$ cat src/sv/shrink_then_linear_convolution_assert.svh
// Assertion macros for the shrink-then-convolve block.
// Included by the top level; no other dependencies.
`ifndef SHRINK_THEN_LINEAR_CONVOLUTION_ASSERT_SVH
`define SHRINK_THEN_LINEAR_CONVOLUTION_ASSERT_SVH
`ifndef SYNTHESIS
`define STLC_ASSERT_IMP(name, clk, rst, ante, cons) \
   name: assert property (@(posedge clk) disable iff (rst) (ante) |-> (cons)) \
      else $error("assertion failed");
`define STLC_ASSERT_NXT(name, clk, rst, ante, cons) \
   name: assert property (@(posedge clk) disable iff (rst) (ante) |=> (cons)) \
      else $error("assertion failed");
`else
`define STLC_ASSERT_IMP(name, clk, rst, ante, cons)
`define STLC_ASSERT_NXT(name, clk, rst, ante, cons)
`endif
`endif

$ cat src/sv/stlc_pkg.sv
// Package for the shrink-then-convolve block: payload structs, codes and widths.
// No dependencies; used by every module of the block but the RAM.
`timescale 1ns / 1ps
package stlc_pkg;
   localparam int SAMPLE_WIDTH = 16;
   localparam int VALUE_W      = 37;
   localparam int IDX_W        = 6;
   localparam int CNT_W        = IDX_W + 1;
   localparam int LEN_W        = 6;
   localparam int DELTA_W      = 7;
   localparam int CSR_IDX_W    = 2;
   localparam int CSR_DATA_W   = 7;

   localparam logic [1:0] OP_LOAD_FIRST  = 2'd0;
   localparam logic [1:0] OP_LOAD_SECOND = 2'd1;
   localparam logic [1:0] OP_RUN         = 2'd2;

   localparam logic [CSR_IDX_W-1:0] CSR_FIRST_LENGTH  = 2'd0;
   localparam logic [CSR_IDX_W-1:0] CSR_SECOND_LENGTH = 2'd1;
   localparam logic [CSR_IDX_W-1:0] CSR_SHRINK_DELTA  = 2'd2;

   typedef struct packed {
      logic [1:0]                     operation;
      logic signed [SAMPLE_WIDTH-1:0] sample;
   } req_type;

   typedef struct packed {
      logic signed [VALUE_W-1:0] result_value;
      logic [IDX_W-1:0]          result_index;
      logic                      status;
      logic                      last;
   } rsp_type;

   typedef struct packed {
      logic [LEN_W-1:0]   first_length;
      logic [LEN_W-1:0]   second_length;
      logic [DELTA_W-1:0] shrink_delta;
   } cfg_type;

   typedef struct packed {
      logic             fold_vld;
      logic             fold_first;
      logic             conv_vld;
      logic             use_fold;
      logic             zero_a;
      logic             first_term;
      logic             last_term;
      logic [IDX_W-1:0] index;
      logic             last;
      logic             emit_err;
   } cmd_type;
endpackage

$ cat src/sv/shrink_then_linear_convolution.sv
// Top level of the shrink-then-convolve block: CSRs, handshake, controller and datapath.
// Depends on stlc_pkg, stlc_ctrl, stlc_dpath and the assertion macro header.
//
// Usage: a request is taken at a clock edge where start is high and busy is low.
// Operation 0 and 1 load one sample into the first or second sequence at the
// next load position; busy stays low during a load.
// Operation 2 runs: results come out one per strobe on rsp_strobe / rsp_payload,
// indexes 0 .. la+lb-2, the last one marked. If shrink_delta exceeds la+lb a
// single status-1 result follows the setup state through the result register.
// Run sequence: a setup state, fold reads of samples 0 .. d when the clipped
// shrink delta d is nonzero, then the multiply-accumulate terms, one per cycle
// through the single multiplier and the one read port of each sample store, then
// the s1, s2 and result registers. Busy stays high until the final result is issued.
// CSR writes through csr_valid/csr_ready are always taken; write them while idle.
// Reset clears the load positions and sets the lengths to 1 and the delta to 0;
// the sample stores hold whatever was loaded. Results cannot be stalled.
`timescale 1ns / 1ps
`include "shrink_then_linear_convolution_assert.svh"
module shrink_then_linear_convolution import stlc_pkg::*; #(
   parameter int MAX_LENGTH = 32
) (
   input  logic                  clock,
   input  logic                  reset,
   input  logic                  start,
   output logic                  busy,
   input  req_type               req_payload,
   output logic                  rsp_strobe,
   output rsp_type               rsp_payload,
   input  logic                  csr_valid,
   output logic                  csr_ready,
   input  logic [CSR_IDX_W-1:0]  csr_index,
   input  logic [CSR_DATA_W-1:0] csr_data
);
   localparam int AW = $clog2(MAX_LENGTH);

   cfg_type       cfg_ff, cfg_in;
   logic          req_accept;
   logic          ctrl_busy, pipe_busy;
   cmd_type       cmd;
   logic          wr_first, wr_second;
   logic [AW-1:0] wr_addr, rd_addr_a, rd_addr_b;

   assign csr_ready  = 1'b1;
   assign busy       = ctrl_busy || pipe_busy;
   assign req_accept = start && !busy;

   always_comb begin
      cfg_in = cfg_ff;
      if (csr_valid && csr_ready) begin
         case (csr_index)
            CSR_FIRST_LENGTH:  cfg_in.first_length  = csr_data[LEN_W-1:0];
            CSR_SECOND_LENGTH: cfg_in.second_length = csr_data[LEN_W-1:0];
            CSR_SHRINK_DELTA:  cfg_in.shrink_delta  = csr_data[DELTA_W-1:0];
            default: begin
            end
         endcase
      end
   end

   always_ff @(posedge clock) begin
      if (reset) begin
         cfg_ff.first_length  <= LEN_W'(1);
         cfg_ff.second_length <= LEN_W'(1);
         cfg_ff.shrink_delta  <= '0;
      end else begin
         cfg_ff <= cfg_in;
      end
   end

   stlc_ctrl #(.MAX_LENGTH(MAX_LENGTH)) u_ctrl (
      .clock     (clock),
      .reset     (reset),
      .accept    (req_accept),
      .req       (req_payload),
      .cfg       (cfg_ff),
      .ctrl_busy (ctrl_busy),
      .cmd       (cmd),
      .wr_first  (wr_first),
      .wr_second (wr_second),
      .wr_addr   (wr_addr),
      .rd_addr_a (rd_addr_a),
      .rd_addr_b (rd_addr_b)
   );

   stlc_dpath #(.MAX_LENGTH(MAX_LENGTH)) u_dpath (
      .clock      (clock),
      .reset      (reset),
      .cmd        (cmd),
      .wr_first   (wr_first),
      .wr_second  (wr_second),
      .wr_addr    (wr_addr),
      .wr_data    (req_payload.sample),
      .rd_addr_a  (rd_addr_a),
      .rd_addr_b  (rd_addr_b),
      .pipe_busy  (pipe_busy),
      .rsp_strobe (rsp_strobe),
      .rsp        (rsp_payload)
   );

   `STLC_ASSERT_IMP(a_err_is_last, clock, reset, rsp_strobe && rsp_payload.status, rsp_payload.last)
   `STLC_ASSERT_IMP(a_rsp_from_busy, clock, reset, rsp_strobe, $past(busy))
   `STLC_ASSERT_NXT(a_run_sets_busy, clock, reset, req_accept && (req_payload.operation == OP_RUN), busy)
   `STLC_ASSERT_NXT(a_last_ends_run, clock, reset, rsp_strobe && rsp_payload.last, !rsp_strobe)
endmodule

$ cat src/sv/stlc_ram.sv
// Generic single-write, single-read RAM with registered read data.
// No dependencies.
`timescale 1ns / 1ps
module stlc_ram #(
   parameter int WIDTH = 16,
   parameter int DEPTH = 32,
   localparam int AW   = (DEPTH > 1) ? $clog2(DEPTH) : 1
) (
   input  logic             clock,
   input  logic             wr_en,
   input  logic [AW-1:0]    wr_addr,
   input  logic [WIDTH-1:0] wr_data,
   input  logic [AW-1:0]    rd_addr,
   output logic [WIDTH-1:0] rd_data
);
   logic [WIDTH-1:0] mem_ff [DEPTH];
   logic [WIDTH-1:0] rd_data_ff;

   always_ff @(posedge clock) begin
      if (wr_en) begin
         mem_ff[wr_addr] <= wr_data;
      end
      rd_data_ff <= mem_ff[rd_addr];
   end

   assign rd_data = rd_data_ff;
endmodule

$ cat src/sv/stlc_ctrl.sv
// Controller: load pointers, run setup, fold and convolution sequencing.
// Depends on stlc_pkg; drives the datapath through cmd_type commands.
`timescale 1ns / 1ps
module stlc_ctrl import stlc_pkg::*; #(
   parameter int MAX_LENGTH = 32,
   localparam int AW = $clog2(MAX_LENGTH)
) (
   input  logic          clock,
   input  logic          reset,
   input  logic          accept,
   input  req_type       req,
   input  cfg_type       cfg,
   output logic          ctrl_busy,
   output cmd_type       cmd,
   output logic          wr_first,
   output logic          wr_second,
   output logic [AW-1:0] wr_addr,
   output logic [AW-1:0] rd_addr_a,
   output logic [AW-1:0] rd_addr_b
);
   localparam int LW = $clog2(MAX_LENGTH + 1);

   typedef enum logic [3:0] {
      ST_IDLE  = 4'b0001,
      ST_SETUP = 4'b0010,
      ST_FOLD  = 4'b0100,
      ST_CONV  = 4'b1000
   } state_type;

   function automatic logic [LW-1:0] eff_len(input logic [LEN_W-1:0] len);
      logic [LW-1:0] res;
      if (len == '0) begin
         res = LW'(1);
      end else if (int'(len) > MAX_LENGTH) begin
         res = LW'(MAX_LENGTH);
      end else begin
         res = LW'(len);
      end
      return res;
   endfunction

   state_type        state_ff, state_in;
   logic [AW-1:0]    pos_first_ff, pos_first_in;
   logic [AW-1:0]    pos_second_ff, pos_second_in;
   logic [LW-1:0]    la_ff, la_in, lb_ff, lb_in;
   logic [AW-1:0]    d_ff, d_in;
   logic             err_ff, err_in;
   logic [IDX_W-1:0] n_ff, n_in;
   logic [AW-1:0]    k_ff, k_in;

   logic [LW-1:0]    la_cfg, lb_cfg;
   logic [LW-1:0]    pos_first_p1, pos_second_p1;
   logic [7:0]       delta_w, lsum_w;
   logic [CNT_W-1:0] la_w, lb_w, n_w, k_w, d_w, n1_w;
   logic [CNT_W-1:0] lam1, lbm1, kmin_cur, kmin_nxt, kmax, total_m1, kd;
   logic             last_term, last_n, zero_a;

   assign la_cfg        = eff_len(cfg.first_length);
   assign lb_cfg        = eff_len(cfg.second_length);
   assign pos_first_p1  = LW'(pos_first_ff) + LW'(1);
   assign pos_second_p1 = LW'(pos_second_ff) + LW'(1);
   assign delta_w       = 8'(cfg.shrink_delta);
   assign lsum_w        = 8'(la_cfg) + 8'(lb_cfg);

   assign la_w     = CNT_W'(la_ff);
   assign lb_w     = CNT_W'(lb_ff);
   assign n_w      = CNT_W'(n_ff);
   assign k_w      = CNT_W'(k_ff);
   assign d_w      = CNT_W'(d_ff);
   assign n1_w     = n_w + CNT_W'(1);
   assign lam1     = la_w - CNT_W'(1);
   assign lbm1     = lb_w - CNT_W'(1);
   assign kmin_cur = (n_w >= lbm1) ? n_w - lbm1 : '0;
   assign kmin_nxt = (n1_w >= lbm1) ? n1_w - lbm1 : '0;
   assign kmax     = (n_w < lam1) ? n_w : lam1;
   assign total_m1 = la_w + lb_w - CNT_W'(2);
   assign kd       = k_w + d_w;
   assign zero_a   = (kd >= la_w);
   assign last_term = (k_w == kmax);
   assign last_n    = (n_w == total_m1);

   always_comb begin
      state_in      = state_ff;
      pos_first_in  = pos_first_ff;
      pos_second_in = pos_second_ff;
      la_in         = la_ff;
      lb_in         = lb_ff;
      d_in          = d_ff;
      err_in        = err_ff;
      n_in          = n_ff;
      k_in          = k_ff;
      cmd           = '0;
      wr_first      = 1'b0;
      wr_second     = 1'b0;
      wr_addr       = pos_first_ff;
      rd_addr_a     = '0;
      rd_addr_b     = '0;
      case (state_ff)
         ST_IDLE: begin
            if (accept) begin
               case (req.operation)
                  OP_LOAD_FIRST: begin
                     wr_first     = 1'b1;
                     wr_addr      = pos_first_ff;
                     pos_first_in = (pos_first_p1 >= la_cfg) ? '0 : AW'(pos_first_p1);
                  end
                  OP_LOAD_SECOND: begin
                     wr_second     = 1'b1;
                     wr_addr       = pos_second_ff;
                     pos_second_in = (pos_second_p1 >= lb_cfg) ? '0 : AW'(pos_second_p1);
                  end
                  OP_RUN: begin
                     pos_first_in  = '0;
                     pos_second_in = '0;
                     la_in         = la_cfg;
                     lb_in         = lb_cfg;
                     err_in        = (delta_w > lsum_w);
                     if (delta_w == '0) begin
                        d_in = '0;
                     end else if (delta_w >= 8'(la_cfg)) begin
                        d_in = AW'(la_cfg - LW'(1));
                     end else begin
                        d_in = AW'(cfg.shrink_delta);
                     end
                     state_in = ST_SETUP;
                  end
                  default: begin
                  end
               endcase
            end
         end
         ST_SETUP: begin
            k_in = '0;
            n_in = '0;
            if (err_ff) begin
               cmd.emit_err = 1'b1;
               state_in     = ST_IDLE;
            end else if (d_ff != '0) begin
               state_in = ST_FOLD;
            end else begin
               state_in = ST_CONV;
            end
         end
         ST_FOLD: begin
            cmd.fold_vld   = 1'b1;
            cmd.fold_first = (k_ff == '0);
            rd_addr_a      = k_ff;
            if (k_ff == d_ff) begin
               k_in     = '0;
               n_in     = '0;
               state_in = ST_CONV;
            end else begin
               k_in = k_ff + AW'(1);
            end
         end
         ST_CONV: begin
            cmd.conv_vld   = 1'b1;
            cmd.use_fold   = (k_ff == '0) && (d_ff != '0);
            cmd.zero_a     = zero_a;
            cmd.first_term = (k_w == kmin_cur);
            cmd.last_term  = last_term;
            cmd.index      = n_ff;
            cmd.last       = last_n;
            rd_addr_a      = zero_a ? '0 : AW'(kd);
            rd_addr_b      = AW'(n_w - k_w);
            if (last_term) begin
               if (last_n) begin
                  state_in = ST_IDLE;
               end else begin
                  n_in = n_ff + IDX_W'(1);
                  k_in = AW'(kmin_nxt);
               end
            end else begin
               k_in = k_ff + AW'(1);
            end
         end
         default: begin
            state_in = ST_IDLE;
         end
      endcase
   end

   always_ff @(posedge clock) begin
      if (reset) begin
         state_ff      <= ST_IDLE;
         pos_first_ff  <= '0;
         pos_second_ff <= '0;
      end else begin
         state_ff      <= state_in;
         pos_first_ff  <= pos_first_in;
         pos_second_ff <= pos_second_in;
      end
      la_ff  <= la_in;
      lb_ff  <= lb_in;
      d_ff   <= d_in;
      err_ff <= err_in;
      n_ff   <= n_in;
      k_ff   <= k_in;
   end

   assign ctrl_busy = (state_ff != ST_IDLE);
endmodule

$ cat src/sv/stlc_dpath.sv
// Datapath: sample stores, fold accumulator, multiply-accumulate, result register.
// Depends on stlc_pkg and stlc_ram; steered by cmd_type from the controller.
`timescale 1ns / 1ps
module stlc_dpath import stlc_pkg::*; #(
   parameter int MAX_LENGTH = 32,
   localparam int AW = $clog2(MAX_LENGTH)
) (
   input  logic                    clock,
   input  logic                    reset,
   input  cmd_type                 cmd,
   input  logic                    wr_first,
   input  logic                    wr_second,
   input  logic [AW-1:0]           wr_addr,
   input  logic [SAMPLE_WIDTH-1:0] wr_data,
   input  logic [AW-1:0]           rd_addr_a,
   input  logic [AW-1:0]           rd_addr_b,
   output logic                    pipe_busy,
   output logic                    rsp_strobe,
   output rsp_type                 rsp
);
   localparam int SW = SAMPLE_WIDTH;
   localparam int FW = SW + $clog2(MAX_LENGTH);
   localparam int PW = 2 * SW;
   localparam logic signed [FW-1:0] FOLD_HI = FW'((64'sd1 <<< (SW - 1)) - 64'sd1);
   localparam logic signed [FW-1:0] FOLD_LO = ~FOLD_HI;

   logic [SW-1:0]             rd_a, rd_b;
   cmd_type                   s1_ff, s2_ff;
   logic signed [FW-1:0]      fold_acc_ff, fold_acc_in;
   logic signed [SW-1:0]      fold_sat, a_op, b_op;
   logic signed [PW-1:0]      prod_ff, prod_in;
   logic signed [VALUE_W-1:0] acc_ff, acc_in;
   logic                      rsp_vld_ff;
   rsp_type                   rsp_ff;

   stlc_ram #(.WIDTH(SW), .DEPTH(MAX_LENGTH)) u_first_ram (
      .clock   (clock),
      .wr_en   (wr_first),
      .wr_addr (wr_addr),
      .wr_data (wr_data),
      .rd_addr (rd_addr_a),
      .rd_data (rd_a)
   );

   stlc_ram #(.WIDTH(SW), .DEPTH(MAX_LENGTH)) u_second_ram (
      .clock   (clock),
      .wr_en   (wr_second),
      .wr_addr (wr_addr),
      .wr_data (wr_data),
      .rd_addr (rd_addr_b),
      .rd_data (rd_b)
   );

   assign fold_acc_in = s1_ff.fold_first ? FW'($signed(rd_a))
                                         : fold_acc_ff + FW'($signed(rd_a));

   always_comb begin
      if (fold_acc_ff > FOLD_HI) begin
         fold_sat = SW'(FOLD_HI);
      end else if (fold_acc_ff < FOLD_LO) begin
         fold_sat = SW'(FOLD_LO);
      end else begin
         fold_sat = SW'(fold_acc_ff);
      end
   end

   always_comb begin
      if (s1_ff.use_fold) begin
         a_op = fold_sat;
      end else if (s1_ff.zero_a) begin
         a_op = '0;
      end else begin
         a_op = $signed(rd_a);
      end
   end

   assign b_op    = $signed(rd_b);
   assign prod_in = a_op * b_op;
   assign acc_in  = s2_ff.first_term ? VALUE_W'(prod_ff) : acc_ff + VALUE_W'(prod_ff);

   always_ff @(posedge clock) begin
      if (reset) begin
         s1_ff      <= '0;
         s2_ff      <= '0;
         rsp_vld_ff <= 1'b0;
      end else begin
         s1_ff      <= cmd;
         s2_ff      <= s1_ff;
         rsp_vld_ff <= cmd.emit_err || (s2_ff.conv_vld && s2_ff.last_term);
      end
      if (s1_ff.fold_vld) begin
         fold_acc_ff <= fold_acc_in;
      end
      prod_ff <= prod_in;
      if (s2_ff.conv_vld) begin
         acc_ff <= acc_in;
      end
      if (cmd.emit_err) begin
         rsp_ff.result_value <= '0;
         rsp_ff.result_index <= '0;
         rsp_ff.status       <= 1'b1;
         rsp_ff.last         <= 1'b1;
      end else begin
         rsp_ff.result_value <= acc_in;
         rsp_ff.result_index <= s2_ff.index;
         rsp_ff.status       <= 1'b0;
         rsp_ff.last         <= s2_ff.last;
      end
   end

   assign pipe_busy  = s1_ff.fold_vld || s1_ff.conv_vld || s2_ff.conv_vld;
   assign rsp_strobe = rsp_vld_ff;
   assign rsp        = rsp_ff;
endmodule

$ cat config.mk
export PLATFORM = sky130hd
export DESIGN_NAME = shrink_then_linear_convolution
export DESIGN_NICKNAME = d
export VERILOG_FILES = /design/src/sv/stlc_pkg.sv /design/src/sv/shrink_then_linear_convolution.sv /design/src/sv/stlc_ram.sv /design/src/sv/stlc_ctrl.sv /design/src/sv/stlc_dpath.sv
export VERILOG_INCLUDE_DIRS = /design/src /design/src/sv
export SDC_FILE = /design/constraint.sdc
export NUM_CORES = 2
export LEC_CHECK = 0
export ABC_AREA = 0
export BUFFER_PORTS_ARGS = -buffer_cell sky130_fd_sc_hd__clkbuf_2
export CELL_PAD_IN_SITES_DETAIL_PLACEMENT = 0
export CELL_PAD_IN_SITES_GLOBAL_PLACEMENT = 1
export CORE_ASPECT_RATIO = 1.25
export CORE_MARGIN = 5
export CORE_UTILIZATION = 54
export CTS_CLUSTER_DIAMETER = 60
export DETAILED_ROUTE_END_ITERATION = 8
export GPL_TIMING_DRIVEN = 0
export PLACE_DENSITY = 0.81
export RECOVER_POWER = 50
export SLEW_MARGIN = 30
export SYNTH_ARGS = -nofsm -noshare
export SYNTH_HDL_FRONTEND = slang
export SYNTH_SLANG_ARGS = --single-unit
$ cat constraint.sdc
create_clock -name clock -period 8.8 [get_ports clock]
set_input_delay 0.88 -clock clock [delete_from_list [all_inputs] [get_ports clock]]
set_output_delay 0.88 -clock clock [all_outputs]
set_load 0.02 [all_outputs]
# After elaboration in Yosys (flattened, before gate mapping)
# Memories as Yosys holds them, arrays and structs flattened. A register that Yosys moved wholly into a read port is not among the register bits.
# Cells that the tools add are included.
word_totals:
  reg_bits: 222
  ramBits: 1024
  input_bits: 31
  output_inout_bits: 48
  word_cells: 172
  mem_count: 2
memory_table:
  columns: ["memory", "depth", "word_bits", "rd", "rd_ports_with_merged_regs", "write_ports", "line", "text"]
  rows:
  - ["u_dpath.u_first_ram.mem_ff", 32, 16, 1, 1, 1, "stlc_ram.sv:16", "logic [WIDTH-1:0] mem_ff [DEPTH];"]
  - ["u_dpath.u_second_ram.mem_ff", 32, 16, 1, 1, 1, "stlc_ram.sv:16", null]
op_classes:
  addsub: 17
  mul: 1
  magnitude_cmp: 12
  eq_ne: 20
  n_mux: 55
  n_bitwise: 2
  reduce_logical: 29
op_table:
  columns: ["cell", "count"]
  rows:
  - ["16-bit 2-to-1 mux", 4]
  - ["5-bit 2-to-1 mux", 12]
  - ["6-bit 2-to-1 mux", 7]
  - ["37-bit by 32-bit adder with 37-bit output", 1]
  - ["37-bit 2-to-1 mux", 1]
  - ["16-bit by 16-bit multiplier with 32-bit output", 1]
  - ["5-bit case mux with 2 select lines", 3]
  - ["4-bit 2-to-1 mux", 7]
  - ["21-bit by 16-bit adder with 21-bit output", 1]
  - ["21-bit by 16-bit > comparator with 1-bit output (second input constant)", 1]
  - ["21-bit by 16-bit < comparator with 1-bit output (second input constant)", 1]
  - ["21-bit 2-to-1 mux", 1]
  - ["6-bit case mux with 3 select lines", 1]
  - ["4-bit case mux with 4 select lines", 1]
  - ["5-bit case mux with 3 select lines", 1]
  - ["6-bit by 6-bit adder with 7-bit output", 2]
  - ["5-bit by 7-bit equality test with 1-bit output", 2]
  - ["7-bit by 6-bit greater-or-equal comparator with 1-bit output", 2]
  - ["7-bit 2-to-1 mux", 2]
  - ["6-bit by 1-bit subtractor with 7-bit output (second input constant)", 2]
  - ["5-bit by 1-bit adder with 6-bit output (second input constant)", 2]
  - ["6-bit greater-or-equal comparator", 2]
  - ["6-bit > comparator (second input constant)", 2]
  - ["6-bit zero test", 2]
  - ["other kinds (42)", 75]

# Logic depth before layout (Yosys ltp)
logic_depth:
  ltp_word: 9
  depth_mapped: 29
  mapped_depth_nobuf: 27

# By module
# From an unflattened synthesis, not the netlist that was laid out.
unflattened:
  hier_cells: 4931
  hier_area_um2: 65306.4
by_module_without_submodules:
  columns: ["module", "instances", "cells_per_inst", "area_per_inst_um2", "seq_area_each_um2"]
  rows:
  - ["stlc_ram (u_dpath.u_second_ram)", 1, 1143, 20535.9, 15695.1]
  - ["stlc_ram (u_dpath.u_first_ram)", 1, 1143, 20534.7, 15695.1]
  - ["stlc_dpath", 1, 1953, 18149.9, 3783.6]
  - ["stlc_ctrl", 1, 615, 5286.3, 1151.1]
  - ["shrink_then_linear_convolution", 1, 77, 799.5, 380.4]

# Worst setup path before layout
# Ideal clock, no wire load.
synth_path:
  path_kind: "register to register"
  startpoint: "reg u_dpath.fold_acc_ff[20]"
  endpoint: "reg u_dpath.prod_ff[30]"
  setup_time_ps: 72
  t_arrival_ps: 6669
  required_ps: 8728
  setup_slack_ps: 2059
  path_stages_with_launch: 27
  n_path_buf: 2
  period_less_slack_ps: 6741
  cell_sequence: "edfxtp_1 > a21oi_1 > clkbuf_1 > a21o_1 > a22o_1 > clkbuf_1 > nand2_1 > fa_1 > inv_1 > fa_1 > inv_1 > fa_1 > inv_1 > fa_1 > fa_1 > inv_1 > fa_1 > inv_1 > ha_1 > a211o_1 > o32a_1 > nand2_1 > o221ai_1 > a31oi_1 > o21ai_1 > a21oi_1 > xnor2_1"
synth_via:
  elab_chain_len: 5
  elab_cells_between_ends: 6
  classes_between: "1 x mul; 2 x order compare; 3 x mux"
synth_lines:
  columns: ["element", "line", "text"]
  rows:
  - ["start, declared", "stlc_dpath.sv:29", "logic signed [FW-1:0] fold_acc_ff, fold_acc_in;"]
  - ["start signal, assigned", "stlc_dpath.sv:92", "fold_acc_ff <= fold_acc_in;"]
  - ["21-bit by 16-bit < comparator with 1-bit output", "stlc_dpath.sv:60", "end else if (fold_acc_ff < FOLD_LO) begin"]
  - ["16-bit 2-to-1 mux", "stlc_dpath.sv:60", null]
  - ["16-bit 2-to-1 mux *", "stlc_dpath.sv:58", "if (fold_acc_ff > FOLD_HI) begin"]
  - ["16-bit 2-to-1 mux *", "stlc_dpath.sv:68", "if (s1_ff.use_fold) begin"]
  - ["16-bit by 16-bit multiplier with 32-bit output *", "stlc_dpath.sv:78", "assign prod_in = a_op * b_op;"]
  - ["named net u_dpath.prod_in[30]", "stlc_dpath.sv:31", "logic signed [PW-1:0] prod_ff, prod_in;"]
  - ["end signal, assigned", "stlc_dpath.sv:94", "prod_ff <= prod_in;"]
  - ["end, declared", "stlc_dpath.sv:31", null]
# Mark *: on every way through the listed nets, which the timed path passes. The rest lies on a longest branch.
# A chain may end at the register's enable or synchronous reset.

# Worst setup path after layout
layout_path:
  startpoint: "reg u_dpath.fold_acc_ff[16]"
  endpoint: "reg u_dpath.prod_ff[31]"
# Same word-level chain as after synthesis.

==> impl_results.md <==
* Data required, critical path at roughly 9.4 ns
* Number of synthesized flops with an enable pin at between 1k and 1.5k
* Number of warning messages in the yosys log at 0
* CTS root buf: sky130_fd_sc_hd__clkbuf_16
* Violated checks: capacitance limit, slew limit
* Data arrival, critical path at slightly below 9 ns
* Category of the worst setup path capture point: flop
* Synth Cell Area at 63280 µm²
* Average detailed-routed wire length per instance at approximately 25 µm
* Total number of nets in the final design at ~5.3k
* Detailed-route wire length at between 150 and 200 mm
* All-Layer GR Usage at a little over a quarter
* Post-cts hold buffer count at 0
* Final number of max-transition violations at between 900 and 1k
* Proportion of synthesized chip area in sequential cells at between 50% and 60%
* Port bufs at 76
* Timing-limited maximum frequency at roughly 120 MHz
* Async set or reset register ratio after synthesis at 0%
* Number of failing hold endpoints at the final stage at 0
* X dimension of the die at approximately 320 µm
* Fin crit share at between 90 and 100%
* DRC errors left at 0
* Detail Route Antenna Nets at 0
* Global-route wire length before repair at roughly 240 mm
* Largest driver fanout on the critical path at 10
* Min Clock Period, post-route at between 8 and 9 ns
* Number of clock buffers inserted by TritonCTS at ~120
* Result of the run: finished, violations left
* H-tree levels at 3
* Layout Skew at 0.08187 ns
* Headroom to the max-slew limit at -136.0%
* Global placement routability congestion at 0.9548
* Total half-perimeter wirelength after legalization and detailed placement at 114.4 mm
* Antenna cells at 0
* Ys flop type: sky130_fd_sc_hd__edfxtp_1
* Most used cell along the critical path: sky130_fd_sc_hd__fa_1
* Count of mapped cells out of synthesis at approximately 4.5k
* Total Die Area at approximately 120000 µm²
* Maximum number of pins on one net before global-route repair at 65
* Mapped Nets at around 5k
* Slowest cell delay on critical path at ~0.55 ns
* Class of the most critical hold timing path: in -> reg
* CTS sink count at approximately 1.3k
* CP Launch Type: flop
* Maximum capacitance violations at 17
* Unrepaired setup endpoints after global routing: no
* Average instance area after synthesis at between 10 and 15 µm²
* I/O pin count at between 70 and 80
* Site row count at 140
* Starting Density at between 50% and 60%
* Final-layout setup total negative slack at 0 ns
* Static leakage at approximately 26 nW
* Ratio of cells with drive above 1 in the final layout at between 10 and 15%
* DRT Pass-1 Iters at 7
* CTS max path bufs at 3
* Worst Max-Slew Pin Slew at 3.540 ns
* Vias per Instance at roughly 6
* Overall die height at ~390 µm
* Initial antenna violation count at 1
* Clock tree from TritonCTS: yes
* Via count at approximately 38k
* Power density relative to cell area at ~240 nW/µm²
* DRC marker count from the first detailed-route iteration at between 3k and 4k
* Total of endpoints with negative setup slack in the final report at 0
* Peak ir drop on the vdd network at a little over 200 µV
* Critical path type: reg -> reg
* Layout fillers at 8848
* Critical path's slowest cell: sky130_fd_sc_hd__fa_1
* Clock-pin slew on the worst setup and hold paths at 0.06 ns
* Overall overflow remaining after global route at 0
* Synth unique cells at 84
* Number of buffers inserted to repair setup after CTS at 0
* Clock network latency to the later pin of the worst-skew pair at between 0.7 and 0.8 ns
* Number of register bits inferred by synthesis at 1278
* Layout-stage area growth over the synthesis result at 11.03%
* Area of the core at between 100000 and 150000 µm²
* Via count of the first global-routing pass at about 39k
* Final Total Pwr at about 17 mW
[per-layer routing]
layer	track usage, %	up-vias	wire (µm)
met2	45.79	1535	81140
met5	0	-	13
met4	10.63	2	7531
met3	3.415	323	10630
li1	-	17020	-
met1	32.85	19530	61210
[cell usage after synthesis (12+ instances only)]
library cell / number / area (µm²)
sky130_fd_sc_hd__edfxtp_1: 1111 / 33360
sky130_fd_sc_hd__inv_1: 399 / 1498
sky130_fd_sc_hd__fa_1: 270 / 5405
sky130_fd_sc_hd__nand2_1: 264 / 991.0
sky130_fd_sc_hd__ha_1: 224 / 2803
sky130_fd_sc_hd__nor2_1: 213 / 799.5
sky130_fd_sc_hd__mux4_2: 192 / 4324
sky130_fd_sc_hd__a21oi_1: 171 / 855.8
sky130_fd_sc_hd__dfxtp_1: 167 / 3343
sky130_fd_sc_hd__clkbuf_1: 150 / 563.0
sky130_fd_sc_hd__and2_1: 137 / 857.1
sky130_fd_sc_hd__o21ai_0: 112 / 560.5
sky130_fd_sc_hd__xnor2_1: 85 / 744.5
sky130_fd_sc_hd__a21o_1: 78 / 585.6
sky130_fd_sc_hd__o211ai_1: 68 / 510.5
sky130_fd_sc_hd__nor2b_1: 64 / 400.4
sky130_fd_sc_hd__or3_1: 62 / 387.9
sky130_fd_sc_hd__o221ai_1: 53 / 464.2
sky130_fd_sc_hd__a211oi_1: 52 / 390.4
sky130_fd_sc_hd__a31oi_1: 49 / 306.5
sky130_fd_sc_hd__xor2_1: 49 / 429.2
sky130_fd_sc_hd__a22o_1: 48 / 420.4
sky130_fd_sc_hd__nor3_1: 46 / 230.2
sky130_fd_sc_hd__buf_2: 42 / 210.2
sky130_fd_sc_hd__mux2i_1: 40 / 400.4
sky130_fd_sc_hd__a22oi_1: 39 / 292.8
sky130_fd_sc_hd__nand3_1: 36 / 180.2
sky130_fd_sc_hd__nand2b_1: 24 / 150.1
sky130_fd_sc_hd__o21a_1: 17 / 127.6
sky130_fd_sc_hd__o22ai_1: 16 / 100.1
sky130_fd_sc_hd__and3_1: 13 / 81.33
sky130_fd_sc_hd__nand3b_1: 13 / 97.59
sky130_fd_sc_hd__o21ai_1: 13 / 65.06
sky130_fd_sc_hd__o31ai_1: 13 / 97.59
sky130_fd_sc_hd__o21bai_1: 12 / 90.09
sky130_fd_sc_hd__or2_2: 12 / 75.07
[state kept, by name (all words and copies together), names as in the netlist, 10 cells and up]
signal / flops
u_dpath.prod_ff: 32
u_dpath.u_second_ram.mem_ff: 512
u_dpath.acc_ff: 37
u_dpath.rsp: 45
u_dpath.u_first_ram.rd_data: 16
u_dpath.u_second_ram.rd_data: 16
u_dpath.fold_acc_ff: 21
cfg_ff: 19
u_dpath.s1_ff: 14
u_dpath.u_first_ram.mem_ff: 512
u_dpath.s2_ff: 10
[worst paths after layout]
kind                                                        start                     endpoint  slack [ns]  depth (start not counted)
worst min-delay path                                  csr_data[6]       cfg_ff[6]$_SDFFE_PP0P_        0.40                          3
worst max-delay path            u_dpath.fold_acc_ff[16]$_DFFE_PP_  u_dpath.prod_ff[31]$_DFF_P_        0.49                         26
worst min register to register        u_dpath.s1_ff[5]$_SDFF_PP0_  u_dpath.s2_ff[5]$_SDFF_PP0_        0.43                          1
worst max register to register  u_dpath.fold_acc_ff[16]$_DFFE_PP_  u_dpath.prod_ff[31]$_DFF_P_        0.49                         26
[worst max-delay path, delay by kind of cell (launching register included)]
| family | cells | cell delay (ns) |
|---|---|---|
| AOI/OAI and AO/OA | 11 | 2.82 |
| xor gates and xnor gates | 1 | 0.13 |
| buffers and inverters | 5 | 1.15 |
| and+or+nand+nor | 2 | 0.27 |
| DFF | 1 | 0.39 |
| adders and majority gates | 7 | 3.37 |
[layout make-up]
type                            count  area, µm²  area share [%]
Sequential cell                  1278      36710           52.24
Clock inverter                     76      790.8           1.125
Inverter                          401       1505           2.142
Clock buffer                      147       3119           4.439
Timing Repair Buffer              133      913.4           1.300
Buffer                            213      928.4           1.321
Multi-Input combinational cell   2584      24340           34.65
Tap cell                         1562       1954           2.782
[power by group]
part	switching, mW	total, mW	internal (mW)
sequential	0.0879	6.96	6.87
clock	2.31	5.11	2.79
combinational	2.68	4.68	2.00
total	5.09	16.7	11.7
[what timing repair did]
action                                  CTS  global route
endpoints found under the setup margin    0             2
gates resized for setup                   0             2
endpoints found under the hold margin     0             0
[kinds of logic (layout without fill, tap and decap cells)]
group,Yosys count,in the layout,share of synthesized area (%)
buf+inv,614,970,3.844
mux,237,237,7.555
flops,1278,1278,58.00
xor+xnor,135,135,1.890
fa+ha+maj,494,494,12.97
compound gates,793,793,8.547
simple gates,924,924,7.187
other cells,1,1,0.005926
[placed cells by master, fill, tap and decap left out, types with 68 or more instances in the layout]
master	n
sky130_fd_sc_hd__nor2_1	149
sky130_fd_sc_hd__a21o_1	78
sky130_fd_sc_hd__clkbuf_16	120
sky130_fd_sc_hd__xnor2_1	85
sky130_fd_sc_hd__fa_1	270
sky130_fd_sc_hd__and2_1	133
sky130_fd_sc_hd__mux4_2	192
sky130_fd_sc_hd__dfxtp_1	167
sky130_fd_sc_hd__o211ai_1	68
sky130_fd_sc_hd__o21ai_0	113
sky130_fd_sc_hd__edfxtp_1	1111
sky130_fd_sc_hd__ha_1	224
sky130_fd_sc_hd__nand2_1	264
sky130_fd_sc_hd__inv_1	399
sky130_fd_sc_hd__a21oi_1	171
sky130_fd_sc_hd__clkbuf_1	245
[metrics by stage]
stage / area (µm²) / instances / setup WS (ns) / util (%) / hold WS (ns)
floorplan: 63280 / 4476 / 2.059 / - / 0.3925
global placement: 65620 / 6114 / 0.5260 / 56.33 / 0.4064
detailed placement: 66610 / 6171 / 0.4417 / 57.18 / 0.4059
CTS: 70520 / 6394 / 0.3727 / 60.54 / 0.3408
global route: 70260 / 6394 / 0.03494 / 60.32 / 0.4265
finish: 70260 / 6394 / 0.4910 / 60.32 / 0.4021
No activity file was read; power rests on OpenSTA's default activity.
